[src/rtl/core/sor_pkg.sv]
// Types and constants shared by the SOR grid solver modules.
`default_nettype none

package sor_pkg;

    localparam int ERR_W   = 48;
    localparam int CNT_W   = 17;
    localparam int RES_W   = 36;
    localparam int PROD_W  = 53;
    localparam int ALU_W   = 54;
    localparam int CFG_IDX_W = 2;

    localparam logic [1:0] REQ_WRITE = 2'd0;
    localparam logic [1:0] REQ_SOLVE = 2'd1;
    localparam logic [1:0] REQ_READ  = 2'd2;

    localparam logic [CFG_IDX_W-1:0] CFG_OMEGA      = 2'd0;
    localparam logic [CFG_IDX_W-1:0] CFG_THRESHOLD  = 2'd1;
    localparam logic [CFG_IDX_W-1:0] CFG_MAX_SWEEPS = 2'd2;

    localparam logic [15:0]      OMEGA_RST      = 16'd31234;
    localparam logic [ERR_W-1:0] THRESHOLD_RST  = 48'd1;
    localparam logic [15:0]      MAX_SWEEPS_RST = 16'd1000;

    localparam logic [ERR_W-1:0] ERR_MAX = {ERR_W{1'b1}};
    localparam logic [31:0]      S32_MAX = 32'h7FFF_FFFF;
    localparam logic [31:0]      S32_MIN = 32'h8000_0000;
    localparam logic [ALU_W-1:0] ROUND_HALF = 54'd32768;

    typedef struct packed {
        logic [1:0]         req_type;
        logic [5:0]         row;
        logic [5:0]         col;
        logic signed [31:0] u_in;
        logic signed [31:0] f_in;
    } req_t;

    typedef struct packed {
        logic signed [31:0] u_out;
        logic [CNT_W-1:0]   sweeps_done;
        logic [ERR_W-1:0]   final_error;
        logic               converged;
    } rsp_t;

    typedef struct packed {
        logic zero_a;
        logic sub;
    } alu_ctrl_t;

endpackage

`default_nettype wire

[src/rtl/core/sor_alu.sv]
// Shared adder/subtractor and relaxation multiplier of the SOR solver.
`default_nettype none

module sor_alu (
    input  wire sor_pkg::alu_ctrl_t                  ctrl,
    input  wire logic signed [sor_pkg::ALU_W-1:0]    a,
    input  wire logic signed [sor_pkg::ALU_W-1:0]    b,
    output logic signed      [sor_pkg::ALU_W-1:0]    sum,
    input  wire logic        [15:0]                  omega,
    input  wire logic signed [sor_pkg::RES_W-1:0]    res,
    output logic signed      [sor_pkg::PROD_W-1:0]   prod
);

    import sor_pkg::*;

    logic [ALU_W-1:0] a_eff;
    logic [ALU_W-1:0] b_eff;

    assign a_eff = ctrl.zero_a ? '0 : a;
    assign b_eff = ctrl.sub ? ~b : b;
    assign sum   = $signed(a_eff + b_eff + {{(ALU_W-1){1'b0}}, ctrl.sub});

    assign prod = $signed({1'b0, omega}) * res;

endmodule

`default_nettype wire

[config.mk]
export PLATFORM = sky130hd
export DESIGN_NAME = sor_alu
export DESIGN_NICKNAME = d
export VERILOG_FILES = /design/src/rtl/core/sor_pkg.sv /design/src/rtl/core/sor_alu.sv
export SDC_FILE = /design/constraint.sdc
export NUM_CORES = 2
export LEC_CHECK = 0
export BUFFER_PORTS_ARGS = -buffer_cell sky130_fd_sc_hd__buf_2
export CORE_UTILIZATION = 54
export DETAILED_ROUTE_END_ITERATION = 6
export PLACE_DENSITY_LB_ADDON = 0.05
export SYNTH_ARGS = -nofsm -noshare
export SYNTH_HDL_FRONTEND = slang
export SYNTH_SLANG_ARGS = --single-unit
[constraint.sdc]
create_clock -name vclk -period 10.6
set_input_delay 0.53 -clock vclk [all_inputs]
set_output_delay 0.53 -clock vclk [all_outputs]
set_load 0.01 [all_outputs]
Yosys cells after proc, flatten, opt, wreduce, memory -nomap -nowiden:

Cells that the tools add are included.

* multiply operators: 1
* mux-type cells: 2
* bitwise gates (word level): 1
* add/sub/neg operators: 2

Operator list (count)
* two-way mux 54 bit: 2
* adder 54 x 1 -> 54 bit: 1
* adder 54 bit: 1
* NOT 54 bit: 1
* multiplier 17 x 36 -> 53 bit: 1

* output and inout port bits: 107
* word-level logic and storage cells: 6
* bits of input ports: 162
* bits in registers: 0

Logic depth before layout (Yosys ltp):

* word-level depth: 4
* mapped depth: 25
* depth with buffers taken out: 23

Worst setup path before layout:

No wires, ideal clock.

* path kind: input to output
* start: in omega[8]
* end: out prod[38] (netlist name)
* arrival time: 6537 ps
* buffers on the path: 2
* path slack: 3533 ps
* required time: 10070 ps
* stages: 24
* cell sequence: clkbuf_1 > clkbuf_1 > nand2_1 > fa_1 > inv_1 > fa_1 > inv_1 > fa_1 > inv_1 > fa_1 > fa_1 > inv_1 > fa_1 > inv_1 > ha_1 > a21oi_2 > o21ai_1 > a211oi_2 > a21bo_1 > a41o_1 > a221o_1 > a211oi_2 > o31ai_1 > xor2_1

* word-level cells in the longest chain between the ends: 1

RTL lines
* start, declared: line sor_alu.sv:9 `input wire logic [15:0] omega,`
* multiplier 17 x 36 -> 53 bit: line sor_alu.sv:23 `assign prod = $signed({1'b0, omega}) * res;`
* end, declared: line sor_alu.sv:11 `output logic signed [sor_pkg::PROD_W-1:0] prod`

Every way passes these cells.

Final worst setup path:

* start: in omega[8]
* end: out prod[45] (netlist name)

The elaborated chain is that of the path after synthesis.

==> flow_summary.toml <==
[critical_path]
cp.required_ps = 10070
crit_type = "input port to output port"
worstPathArrival_ps = 8060
start_kind = "input port"
critPathMaxFanout = 36
cp-end-kind = "output port"

[synth]
yosysSeqAreaShare_pct = 0
synth_warnings = 0
syn-num-nets = 3770
synthesis.area_mm2 = 0.0240
yosysUniqueCellTypes = 76
synth.avg_cell_area_um2 = 8.33
netlist_instances = 2885
synth.area.top_cells = "fa_1 46%, inv_1 11%, ha_1 9.2%"
yosysMostFrequentCell = "inv_1"
synth_top_area_share_pct = 45.5
yosysTopAreaCell = "fa_1"
synth_common_cells = "676 x inv_1, 546 x fa_1, 431 x nand2_1, 216 x and2_1, 177 x ha_1"

[grt]
grtUsageTotal_pct = 29.9
antenna_found_initial = 0
overflow = 0
grt_start_max_net_pins = 56
grt_pass1_vias = 20700
grt_pass1_wl_mm = 107

[sta]
slew_violations = 0
finalWorstSetupSlack_ps = 2010
max_freq_ghz = 0.116
tightestPinTransition_ps = 969
setup_viol = 0
final.min_clock_period_ps = 8590
fin_setup_tns_ps = 0
relSlewSlack_pct = 35.4
hold_viol = 0
finalCritPeriodShare_pct = 81.0
rsz0062_at_grt = "no"

[final_layout]
layout-drive-gt1-share_pct = 9.95
num_antenna_cells = 0
finalNetCount = 3923
fill_cells = 3996
multiInputGateArea_mm2 = 0.0210
layoutNonFillerInstCount = 3621
syn_to_final_growth_pct = 6.86
clock_buffers = 0
nFlopsAndLatches = 0
seq_area_um2 = 0

[clock_network]
hold_buffers = 0
post_cts_buffers = 0
cts_resized = 0

[floorplan]
placementRows = 76
core_mm2 = 0.0435
die_w_um = 213
die_area_mm2 = 0.0453
boundaryPins = 269
initial_core_util_pct = 55.3
die_h_um = 213

[route]
wl_per_cell_um = 17.8
vias = 19500
drt-total-wl_mm = 64.4
drt-initial-drc-count = 893
vias_per_cell = 5.38
drtPass1Iterations = 7
ant_nets = 0
drc_errors = 0

[placement]
port_buffers = 269
dp_slack_ps = 1980
gp_congestion = 0.880
dp.cells = 3621
dpl.hpwl_mm = 53.2

[worst_hold_path]
min_from = "b[0]"
holdCritPathClass = "input port to output port"
hold_end = "sum[0]"
min_path_cells = 3

[run]
max-cap-violations = 0

[outcome]
status = "finished, final reports clean"
==> through the flow <==
stage | util [%] | instance area (µm²) | hold slack (ps)
floorplan | - | 24000 | 1150
global placement | 59.1 | 25700 | 1360
detailed placement | 59.1 | 25700 | 1360
CTS | 59.1 | 25700 | 1360
global route | 59.1 | 25700 | 1390
finish | 59.1 | 25700 | 1360
==> layout make-up <==
cell class / instances / area share, %
timing repair buffer: 275 / 5.42
inverter: 676 / 9.89
multi-input combinational: 2085 / 81.8
tap: 585 / 2.85
==> how the worst max path moves through the flow <==
stage	endpoint	startpoint	slack, ps
after global placement	prod[45]	omega[8]	1980
after CTS	prod[45]	omega[2]	1980
after global routing	prod[45]	omega[2]	1640
after detailed placement	prod[45]	omega[8]	1980
final	prod[45]	omega[8]	2010
after floorplan	prod[38]	omega[8]	3530
==> cells in the final DEF, fill, tap and decap left out, types with 5 or more instances in the layout <==
cell	synthesis	layout
a211o_1	7	7
a21boi_0	7	7
a21o_1	52	52
a21oi_1	108	108
a31oi_1	15	15
and2_1	216	216
and3_1	17	17
buf_2	6	269
buf_4	0	6
fa_1	546	546
ha_1	177	177
inv_1	676	676
nand2_1	431	431
nand2b_1	13	13
nand3_1	23	23
nand4_1	15	15
nor2_1	43	43
nor2b_1	67	67
nor3_1	15	15
nor3b_1	6	6
nor4_1	6	6
o211ai_1	10	10
o21a_1	9	9
o21ai_0	52	52
o21ai_1	5	5
o21bai_1	14	14
or2_2	5	5
xnor2_1	69	69
xor2_1	84	84
==> critical path, stage by stage <==
cell	delay [ps]
buf_2	590
nand2_1	170
fa_1	560
inv_1	50
fa_1	490
inv_1	50
fa_1	530
inv_1	50
fa_1	450
fa_1	490
inv_1	50
fa_1	480
inv_1	40
ha_1	370
a21oi_2	190
o211ai_1	170
a31oi_1	520
a31oi_1	310
o31ai_1	570
a21oi_1	350
a2111oi_0	480
nor2_1	110
xor2_1	230
buf_2	180
==> cells by family (layout without fill, tap and decap cells) <==
family	Yosys count	after routing	synth area share [%]
xor gates and xnor gates	153	153	5.58
AOI/OAI and AO/OA	334	334	9.29
and+or+nand+nor	874	874	17.8
muxes	1	1	0.0417
adders and majority gates	723	723	54.7
buffers and inverters	800	951	12.5
==> layer usage <==
layer  GRT usage, %  vias to the layer above  share of wire [%]
met2           52.6                      664                 50
met1           40.4                     9800                 42
met3           2.29                       75                5.8
met5              0                        -                  0
met4           6.25                        0                2.1
li1               -                     8934                  -
Power is not shown: default switching activity piles up to over one toggle a cycle in this logic, so the estimate is an artifact.
